[src/rtl/csim_pkg.sv]
// ============================================================================
// csim_pkg
// Types and constants shared by the cosine similarity stream modules.
// ============================================================================
package csim_pkg;

    // Element and accumulator widths.
    localparam int ElemW   = 16;
    localparam int AccW    = 48;
    localparam int ProdW   = 2 * AccW;
    // The quotient only matters up to 2^30 (the square of full scale).
    localparam int QuoW    = 31;
    localparam int RootW   = 16;
    localparam int SimW    = 16;

    // Iteration counts of the serial units.
    localparam int MulSteps  = AccW;
    localparam int DivSteps  = ProdW + 30;
    localparam int SqrtSteps = RootW;
    localparam int CntW      = $clog2(DivSteps);

    // Controller states.
    typedef enum logic [3:0] {
        ST_ACCUM,
        ST_LOAD_P,
        ST_MUL_P,
        ST_LOAD_S,
        ST_MUL_S,
        ST_LOAD_DIV,
        ST_DIV,
        ST_LOAD_SQRT,
        ST_SQRT,
        ST_EMIT
    } state_t;

    // Multiplier operand select.
    typedef enum logic {
        MUL_ENERGY,
        MUL_DOT
    } mul_sel_t;

    // Commands from the controller to the datapath.
    typedef struct packed {
        logic     acc_en;
        logic     mul_load;
        mul_sel_t mul_sel;
        logic     mul_step;
        logic     div_load;
        logic     div_step;
        logic     sqrt_load;
        logic     sqrt_step;
        logic     out_load;
    } cmd_t;

    // Status from the datapath to the controller.
    typedef struct packed {
        logic out_free;
    } status_t;

endpackage

[src/rtl/csim_if.sv]
// ============================================================================
// csim_in_if / csim_out_if
// Valid/ready channels carrying element pairs in and similarity results out.
// ============================================================================
interface csim_in_if;
    logic                               valid;
    logic                               ready;
    logic signed [csim_pkg::ElemW-1:0]  elem_a;
    logic signed [csim_pkg::ElemW-1:0]  elem_b;
    logic                               is_last;

    modport source (output valid, output elem_a, output elem_b, output is_last,
                    input ready);
    modport sink   (input valid, input elem_a, input elem_b, input is_last,
                    output ready);
endinterface

interface csim_out_if;
    logic                              valid;
    logic                              ready;
    logic signed [csim_pkg::SimW-1:0]  similarity;
    logic                              zero_norm;

    modport source (output valid, output similarity, output zero_norm, input ready);
    modport sink   (input valid, input similarity, input zero_norm, output ready);
endinterface

[src/rtl/csim_ctrl.sv]
// ============================================================================
// csim_ctrl
// Sequencer that steps the datapath through accumulation and the final
// multiply, divide and square root.
// ============================================================================
module csim_ctrl (
    input  logic               clk,
    input  logic               rst_n,
    input  logic               in_valid,
    input  logic               in_is_last,
    output logic               in_ready,
    output csim_pkg::cmd_t     cmd,
    input  csim_pkg::status_t  status
);

    csim_pkg::state_t              state_reg, state_next;
    logic [csim_pkg::CntW-1:0]     cnt_reg, cnt_next;

    // State and iteration counter.
    always_ff @(posedge clk or negedge rst_n)
    begin
        if (!rst_n)
        begin
            state_reg <= csim_pkg::ST_ACCUM;
            cnt_reg   <= '0;
        end
        else
        begin
            state_reg <= state_next;
            cnt_reg   <= cnt_next;
        end
    end

    // Next state and commands.
    always_comb
    begin
        state_next = state_reg;
        cnt_next   = cnt_reg;
        in_ready   = 1'b0;
        cmd        = '0;
        unique case (state_reg)
            csim_pkg::ST_ACCUM:
            begin
                in_ready   = 1'b1;
                cmd.acc_en = in_valid;
                if (in_valid && in_is_last)
                begin
                    state_next = csim_pkg::ST_LOAD_P;
                end
            end
            csim_pkg::ST_LOAD_P:
            begin
                cmd.mul_load = 1'b1;
                cmd.mul_sel  = csim_pkg::MUL_ENERGY;
                cnt_next     = '0;
                state_next   = csim_pkg::ST_MUL_P;
            end
            csim_pkg::ST_MUL_P:
            begin
                cmd.mul_step = 1'b1;
                cnt_next     = cnt_reg + 1'b1;
                if (cnt_reg == csim_pkg::CntW'(csim_pkg::MulSteps - 1))
                begin
                    state_next = csim_pkg::ST_LOAD_S;
                end
            end
            csim_pkg::ST_LOAD_S:
            begin
                cmd.mul_load = 1'b1;
                cmd.mul_sel  = csim_pkg::MUL_DOT;
                cnt_next     = '0;
                state_next   = csim_pkg::ST_MUL_S;
            end
            csim_pkg::ST_MUL_S:
            begin
                cmd.mul_step = 1'b1;
                cnt_next     = cnt_reg + 1'b1;
                if (cnt_reg == csim_pkg::CntW'(csim_pkg::MulSteps - 1))
                begin
                    state_next = csim_pkg::ST_LOAD_DIV;
                end
            end
            csim_pkg::ST_LOAD_DIV:
            begin
                cmd.div_load = 1'b1;
                cnt_next     = '0;
                state_next   = csim_pkg::ST_DIV;
            end
            csim_pkg::ST_DIV:
            begin
                cmd.div_step = 1'b1;
                cnt_next     = cnt_reg + 1'b1;
                if (cnt_reg == csim_pkg::CntW'(csim_pkg::DivSteps - 1))
                begin
                    state_next = csim_pkg::ST_LOAD_SQRT;
                end
            end
            csim_pkg::ST_LOAD_SQRT:
            begin
                cmd.sqrt_load = 1'b1;
                cnt_next      = '0;
                state_next    = csim_pkg::ST_SQRT;
            end
            csim_pkg::ST_SQRT:
            begin
                cmd.sqrt_step = 1'b1;
                cnt_next      = cnt_reg + 1'b1;
                if (cnt_reg == csim_pkg::CntW'(csim_pkg::SqrtSteps - 1))
                begin
                    state_next = csim_pkg::ST_EMIT;
                end
            end
            csim_pkg::ST_EMIT:
            begin
                if (status.out_free)
                begin
                    cmd.out_load = 1'b1;
                    state_next   = csim_pkg::ST_ACCUM;
                end
            end
            default:
            begin
                state_next = csim_pkg::ST_ACCUM;
            end
        endcase
    end

endmodule

[src/rtl/csim_dp.sv]
// ============================================================================
// csim_dp
// Accumulators, shift-add multiplier, restoring divider, bit-serial square
// root and the output register.
// ============================================================================
module csim_dp (
    input  logic                               clk,
    input  logic                               rst_n,
    input  csim_pkg::cmd_t                     cmd,
    output csim_pkg::status_t                  status,
    input  logic signed [csim_pkg::ElemW-1:0]  elem_a,
    input  logic signed [csim_pkg::ElemW-1:0]  elem_b,
    output logic                               out_valid,
    input  logic                               out_ready,
    output logic signed [csim_pkg::SimW-1:0]   similarity,
    output logic                               zero_norm
);

    localparam int PW = 2 * csim_pkg::ElemW;
    localparam int XW = csim_pkg::AccW - PW;

    // Running sums.
    logic [csim_pkg::AccW-1:0]   dot_reg, ea_reg, eb_reg;
    // Shift-add multiplier.
    logic [csim_pkg::ProdW-1:0]  mcand_reg, macc_reg, energy_prod_reg;
    logic [csim_pkg::AccW-1:0]   mplier_reg;
    // Restoring divider.
    logic [csim_pkg::ProdW-1:0]  rem_reg, dvd_reg;
    logic [csim_pkg::QuoW-1:0]   quo_reg;
    logic                        quo_sat_reg;
    // Square root.
    logic [csim_pkg::QuoW-1:0]   rad_reg;
    logic [csim_pkg::RootW-1:0]  root_reg, rbit_reg;
    // Output register.
    logic                        out_valid_reg;
    logic signed [csim_pkg::SimW-1:0] sim_reg;
    logic                        zero_reg;

    logic signed [PW-1:0]        p_ab, p_aa, p_bb;
    logic [csim_pkg::AccW-1:0]   dot_mag;
    logic                        dot_neg;
    logic [csim_pkg::ProdW:0]    rem_sh;
    logic                        qbit;
    logic [csim_pkg::RootW-1:0]  root_try;
    logic [2*csim_pkg::RootW-1:0] root_sq;
    logic [csim_pkg::RootW-1:0]  mag_q;
    logic                        is_zero;
    logic signed [csim_pkg::SimW-1:0] sim_val;

    // Element products.
    assign p_ab = elem_a * elem_b;
    assign p_aa = elem_a * elem_a;
    assign p_bb = elem_b * elem_b;

    // Sign and magnitude of the dot product.
    assign dot_neg = dot_reg[csim_pkg::AccW-1];
    assign dot_mag = dot_neg ? (csim_pkg::AccW'(0) - dot_reg) : dot_reg;

    // Divider trial subtraction.
    assign rem_sh = {rem_reg, dvd_reg[csim_pkg::ProdW-1]};
    assign qbit   = (rem_sh >= {1'b0, energy_prod_reg});

    // Square root trial bit.
    assign root_try = root_reg | rbit_reg;
    assign root_sq  = root_try * root_try;

    // Result formatting: magnitude is limited to full scale.
    assign mag_q   = (root_reg > csim_pkg::RootW'(32768)) ? csim_pkg::RootW'(32768)
                                                          : root_reg;
    assign is_zero = (ea_reg == '0) || (eb_reg == '0);
    always_comb
    begin
        if (is_zero)
        begin
            sim_val = '0;
        end
        else if (dot_neg)
        begin
            sim_val = csim_pkg::SimW'(0) - mag_q;
        end
        else if (mag_q > csim_pkg::RootW'(32767))
        begin
            sim_val = csim_pkg::SimW'(32767);
        end
        else
        begin
            sim_val = mag_q;
        end
    end

    // Accumulators; cleared once the result is loaded.
    always_ff @(posedge clk or negedge rst_n)
    begin
        if (!rst_n)
        begin
            dot_reg <= '0;
            ea_reg  <= '0;
            eb_reg  <= '0;
        end
        else if (cmd.out_load)
        begin
            dot_reg <= '0;
            ea_reg  <= '0;
            eb_reg  <= '0;
        end
        else if (cmd.acc_en)
        begin
            dot_reg <= dot_reg + {{XW{p_ab[PW-1]}}, p_ab};
            ea_reg  <= ea_reg + {{XW{p_aa[PW-1]}}, p_aa};
            eb_reg  <= eb_reg + {{XW{p_bb[PW-1]}}, p_bb};
        end
    end

    // Serial arithmetic units.
    always_ff @(posedge clk)
    begin
        if (cmd.mul_load)
        begin
            macc_reg <= '0;
            if (cmd.mul_sel == csim_pkg::MUL_DOT)
            begin
                energy_prod_reg <= macc_reg;
                mcand_reg       <= {{csim_pkg::AccW{1'b0}}, dot_mag};
                mplier_reg      <= dot_mag;
            end
            else
            begin
                mcand_reg  <= {{csim_pkg::AccW{1'b0}}, ea_reg};
                mplier_reg <= eb_reg;
            end
        end
        else if (cmd.mul_step)
        begin
            if (mplier_reg[0])
            begin
                macc_reg <= macc_reg + mcand_reg;
            end
            mcand_reg  <= {mcand_reg[csim_pkg::ProdW-2:0], 1'b0};
            mplier_reg <= {1'b0, mplier_reg[csim_pkg::AccW-1:1]};
        end

        if (cmd.div_load)
        begin
            rem_reg     <= '0;
            dvd_reg     <= macc_reg;
            quo_reg     <= '0;
            quo_sat_reg <= 1'b0;
        end
        else if (cmd.div_step)
        begin
            rem_reg     <= qbit ? csim_pkg::ProdW'(rem_sh - {1'b0, energy_prod_reg})
                                : csim_pkg::ProdW'(rem_sh);
            dvd_reg     <= {dvd_reg[csim_pkg::ProdW-2:0], 1'b0};
            quo_reg     <= {quo_reg[csim_pkg::QuoW-2:0], qbit};
            quo_sat_reg <= quo_sat_reg | quo_reg[csim_pkg::QuoW-1];
        end

        if (cmd.sqrt_load)
        begin
            rad_reg  <= quo_sat_reg ? csim_pkg::QuoW'(1 << 30) : quo_reg;
            root_reg <= '0;
            rbit_reg <= {1'b1, {(csim_pkg::RootW-1){1'b0}}};
        end
        else if (cmd.sqrt_step)
        begin
            if (root_sq <= {1'b0, rad_reg})
            begin
                root_reg <= root_try;
            end
            rbit_reg <= {1'b0, rbit_reg[csim_pkg::RootW-1:1]};
        end

        if (cmd.out_load)
        begin
            sim_reg  <= sim_val;
            zero_reg <= is_zero;
        end
    end

    // Output valid flag.
    always_ff @(posedge clk or negedge rst_n)
    begin
        if (!rst_n)
        begin
            out_valid_reg <= 1'b0;
        end
        else if (cmd.out_load)
        begin
            out_valid_reg <= 1'b1;
        end
        else if (out_ready)
        begin
            out_valid_reg <= 1'b0;
        end
    end

    assign status.out_free = !out_valid_reg || out_ready;
    assign out_valid       = out_valid_reg;
    assign similarity      = sim_reg;
    assign zero_norm       = zero_reg;

endmodule

[src/rtl/cosine_similarity_stream.sv]
// ============================================================================
// cosine_similarity_stream
// Streaming cosine similarity of two fixed-point vectors, result in Q1.15.
// ============================================================================
//
//  Channel     Direction  Payload
//  in_stream   sink       elem_a, elem_b, is_last
//  out_stream  source     similarity, zero_norm
//
// Element pairs are taken one per cycle while the block accumulates.
// After the pair marked last, input is held off through two 48-step
// shift-add multiplies, a 126-step restoring divide and a 16-step square
// root, each after a load state, and the load of the output register.
// The result is offered in the cycle after; a waiting result holds the load,
// and input, until it transfers. Reset clears the FSM, sums and out_valid.
module cosine_similarity_stream (
    input  logic        clk,
    input  logic        rst_n,
    csim_in_if.sink     in_stream,
    csim_out_if.source  out_stream
);

    csim_pkg::cmd_t     cmd;
    csim_pkg::status_t  status;

    // Sequencer.
    csim_ctrl u_ctrl (
        .clk        (clk),
        .rst_n      (rst_n),
        .in_valid   (in_stream.valid),
        .in_is_last (in_stream.is_last),
        .in_ready   (in_stream.ready),
        .cmd        (cmd),
        .status     (status)
    );

    // Arithmetic and output register.
    csim_dp u_dp (
        .clk        (clk),
        .rst_n      (rst_n),
        .cmd        (cmd),
        .status     (status),
        .elem_a     (in_stream.elem_a),
        .elem_b     (in_stream.elem_b),
        .out_valid  (out_stream.valid),
        .out_ready  (out_stream.ready),
        .similarity (out_stream.similarity),
        .zero_norm  (out_stream.zero_norm)
    );

endmodule

[src/flat_wrapper.sv]
// flat-port wrapper written by rule: the top's interface ports become plain ports
module cosine_similarity_stream_flat 
  (clk, rst_n, in_stream_valid, in_stream_elem_a, in_stream_elem_b, in_stream_is_last, in_stream_ready, out_stream_valid, out_stream_similarity, out_stream_zero_norm, out_stream_ready);
  csim_in_if in_stream_i ();
  csim_out_if out_stream_i ();
  input  logic clk;
  input  logic rst_n;
  input wire logic [$bits(in_stream_i.valid)-1:0] in_stream_valid;
  input wire logic [$bits(in_stream_i.elem_a)-1:0] in_stream_elem_a;
  input wire logic [$bits(in_stream_i.elem_b)-1:0] in_stream_elem_b;
  input wire logic [$bits(in_stream_i.is_last)-1:0] in_stream_is_last;
  output wire logic [$bits(in_stream_i.ready)-1:0] in_stream_ready;
  output wire logic [$bits(out_stream_i.valid)-1:0] out_stream_valid;
  output wire logic [$bits(out_stream_i.similarity)-1:0] out_stream_similarity;
  output wire logic [$bits(out_stream_i.zero_norm)-1:0] out_stream_zero_norm;
  input wire logic [$bits(out_stream_i.ready)-1:0] out_stream_ready;
  assign in_stream_i.valid = in_stream_valid;
  assign in_stream_i.elem_a = in_stream_elem_a;
  assign in_stream_i.elem_b = in_stream_elem_b;
  assign in_stream_i.is_last = in_stream_is_last;
  assign in_stream_ready = in_stream_i.ready;
  assign out_stream_valid = out_stream_i.valid;
  assign out_stream_similarity = out_stream_i.similarity;
  assign out_stream_zero_norm = out_stream_i.zero_norm;
  assign out_stream_i.ready = out_stream_ready;
  cosine_similarity_stream u_core (.clk(clk), .rst_n(rst_n), .in_stream(in_stream_i), .out_stream(out_stream_i));
endmodule
[config.mk]
export PLATFORM = sky130hd
export DESIGN_NAME = cosine_similarity_stream_flat
export DESIGN_NICKNAME = d
export VERILOG_FILES = /design/src/rtl/csim_pkg.sv /design/src/rtl/csim_if.sv /design/src/rtl/csim_ctrl.sv /design/src/rtl/csim_dp.sv /design/src/rtl/cosine_similarity_stream.sv /design/src/flat_wrapper.sv
export SDC_FILE = /design/constraint.sdc
export NUM_CORES = 2
export LEC_CHECK = 0
export ABC_AREA = 1
export BUFFER_PORTS_ARGS = -buffer_cell sky130_fd_sc_hd__clkbuf_2
export CORE_UTILIZATION = 40
export CTS_BUF_LIST = sky130_fd_sc_hd__clkbuf_4 sky130_fd_sc_hd__clkbuf_8
export CTS_CLUSTER_DIAMETER = 200
export DETAILED_ROUTE_END_ITERATION = 16
export PLACE_DENSITY_LB_ADDON = 0.1
export SLEW_MARGIN = 15
export SYNTH_ARGS = -nofsm -noshare
export SYNTH_HDL_FRONTEND = slang
export SYNTH_SLANG_ARGS = --single-unit
[constraint.sdc]
create_clock -name clk -period 8.1 [get_ports clk]
set_input_delay 0.81 -clock clk [delete_from_list [all_inputs] [get_ports clk]]
set_output_delay 0.81 -clock clk [all_outputs]
set_load 0.01 [all_outputs]
==> results.txt <==
outcome = finished, final reports clean
Seq/Total Area, Yosys = 21.79%
Setup Skew = 0.06870 ns
commonest cells after routing, fill and taps aside = inv_1, nand2_1, nor2_1, a21oi_1, buf_4
layout cells sized above 1 = 10.07%
Most Frequent Cell on Critical Path = nand2_1
post-synthesis xor/xnor area fraction = 2.655%
fin crit share = 94.38%
syn nets = 14.62k
Slew @ Worst Pin = 1.273 ns
Final Wtd Congestion = 0.9977
global-route wire length before repair = 540,300 um
total vias in the final route = 88.98k
final hold vios = 0
post-detailed-route wirelength per cell = 20.71 um
Tmin final = 7.645 ns
WP data arrival = 8.46 ns
EDFF count, synth = 384
FFs w/ async S/R, synth = 19.60%
Avg Cell Area, Syn = 7.281 sq um
most common cell after layout, fill and taps aside = inv_1
Ports = 56
met1 wire length = 164,800 um
maxcap violations = 0
post-synthesis mux area share = 0%
Die H = 487.6 um
Filler Cells Inserted = 24.17k
clock buffer depth = 3
setup TNS = 0 ns
post-layout net count = 15.46k
Setup crit end kind = flip-flop
starting density of the core = 40.42%
row cnt = 177
initial antenna violation count = 15
core area = 233,400 sq um
Critical Path Start Type = input pin
ys flop type = edfxtp_1
clock slew at reported path FFs = 0.07 ns
total grt overflow = 0
Setup violations, final = 0
slowest CP cell = fa_1
vias per cell = 5.218
relative slew slack = 14.24%
met3 wire len = 26,740 um
Synth Area in Adders = 28.74%
total die area = 237,800 sq um
P&R area growth vs syn = 14.78%
Syn Std Cell Area = 94,340 sq um
met2 routed WL = 153,100 um
Antenna Violating Nets Remaining = 0
DRT Pass-1 Iters = 8
worst skew pair latency = 0.93 ns
H-tree levels = 4
delay of the slowest critical-path stage = 0.55 ns
number of remaining DRC errors = 0
clock root buffer = clkbuf_8
worst-path fanout max = 25
total wire length = 353,100 um
CTS tree = yes
largest net degree at the start of global routing = 162
DR top layer = met5
largest family of logic cells by synthesized area = adder cells
Warnings, synthesis = 0
vias in the first global route = 90.17k
Max Slew Vio Count = 0
CTS sink cnt = 796
Tot GR Track Use = 29.80%
worst setup path class = input pin to flip-flop
Gate Count Post-Synth = 12.96k
cts bufs inserted = 142
post-synthesis compound-gate area fraction = 13.47%
worst min path class = input pin to flip-flop
WP data required = 8.92 ns
Synth cell types = 63
1st-iter DRT viols = 7,448
IO Port Bufs = 55
FMAX = 0.1308 GHz
Die Wd = 487.6 um
dpl hpwl = 296,900 um
register bit total from synthesis = 796
post-synthesis simple-gate area fraction = 20.64%
what timing repair did:
action	4_1_cts	5_1_grt
gates resized for setup	0	34
buffers inserted	0	2
setup endpoints to repair	0	36
hold endpoints to repair	36	0
hold buffers	1	0
per-layer routing:
metal	vias up	GRT usage [%]
met5	-	0
met4	10	6.938
met3	433	5.699
met2	2697	46.05
met1	43300	42.65
li1	42540	-
path summary, 6_finish.rpt:
path	slack, ns	end	cells after the start	from
max	0.46	u_core.u_dp.ea_reg[37]$_DFFE_PN0P_	37	in_stream_elem_a[15]
min	0.27	u_core.u_dp.out_valid$_DFFE_PN0P_	4	out_stream_ready
max reg2reg	0.53	u_core.u_dp.root_reg[15]$_SDFFE_PP0P_	35	u_core.u_dp.root_reg[14]$_SDFFE_PP0P_
max in group asynchronous	6.47	u_core.u_dp.ea_reg[27]$_DFFE_PN0P_	3	rst_n
min in group asynchronous	0.38	u_core.u_dp.eb_reg[8]$_DFFE_PN0P_	2	rst_n
min reg2reg	0.46	u_core.u_dp.quo_reg[8]$_SDFFE_PP0P_	2	u_core.u_dp.quo_reg[7]$_SDFFE_PP0P_
worst max-delay path, delay by kind of cell:
kind,cells,cell delay (ns)
compound gates,6,1.13
xor+xnor,2,0.41
fa+ha+maj,8,3.31
buf+inv,9,1.26
simple gates,12,1.51
cells by family (layout without fill, tap and decap cells):
| logic type | Yosys count | after routing |
|---|---|---|
| xor+xnor | 286 | 286 |
| buf+inv | 3169 | 4130 |
| fa+ha+maj | 1629 | 1629 |
| other cells | 0 | 1 |
| simple gates | 4784 | 4784 |
| flops | 796 | 796 |
| compound gates | 2293 | 2293 |
synthesized netlist by cell type (8+ instances only):
library cell / count / area share [%]
buf_2: 13 / 0.069
nand3_1: 439 / 2.3
nand2_1: 2723 / 11
nor4_1: 50 / 0.33
nor3_1: 107 / 0.57
and3_1: 11 / 0.073
a211oi_1: 11 / 0.088
dfrtp_1: 156 / 4.1
a21boi_0: 29 / 0.23
clkbuf_1: 297 / 1.2
o21ai_1: 67 / 0.36
a21o_1: 75 / 0.60
buf_6: 8 / 0.095
fa_1: 896 / 19
a31oi_1: 43 / 0.29
o211ai_1: 31 / 0.25
nand4_1: 170 / 1.1
a21oi_1: 975 / 5.2
buf_1: 16 / 0.064
edfxtp_1: 384 / 12
o21bai_1: 70 / 0.56
xnor2_1: 118 / 1.1
inv_2: 29 / 0.12
ha_1: 733 / 9.7
o31ai_1: 17 / 0.14
xor2_1: 168 / 1.6
o21ai_0: 788 / 4.2
nand3b_1: 17 / 0.14
o22ai_1: 31 / 0.21
o21a_1: 33 / 0.26
a2bb2oi_1: 80 / 0.74
dfxtp_1: 256 / 5.4
nor2_1: 1212 / 4.8
nor2_2: 9 / 0.060
inv_1: 2797 / 11
or2_2: 28 / 0.19
per-stage QoR:
stage	instance area, sq um	utilization, %	setup WS [ns]	cells	hold slack (ns)
floorplan	94340	-	0.02125	12960	0.4342
global placement	104900	44.95	-0.5800	16780	0.4530
detailed placement	104900	44.95	-0.5833	16780	0.4575
CTS	108100	46.33	0.2285	17050	0.1801
global route	108300	46.39	-0.0001457	17050	0.2439
finish	108300	46.39	0.4550	17050	0.2748
cell type report:
class,instances,area [sq um],share of cell area (%)
multi-input cells,8992,61940,57.20
flip-flops and latches,796,20560,18.99
inverters,2832,10640,9.828
repair buffers,1034,8008,7.395
well taps,3132,3919,3.619
clock buffers,204,2551,2.356
clock inverters,60,651.9,0.6020
diodes,1,2.502,0.002311
Power is left out: the tool's default activity adds up to more than one toggle a clock period on the data nets, which glitch-free logic cannot reach.
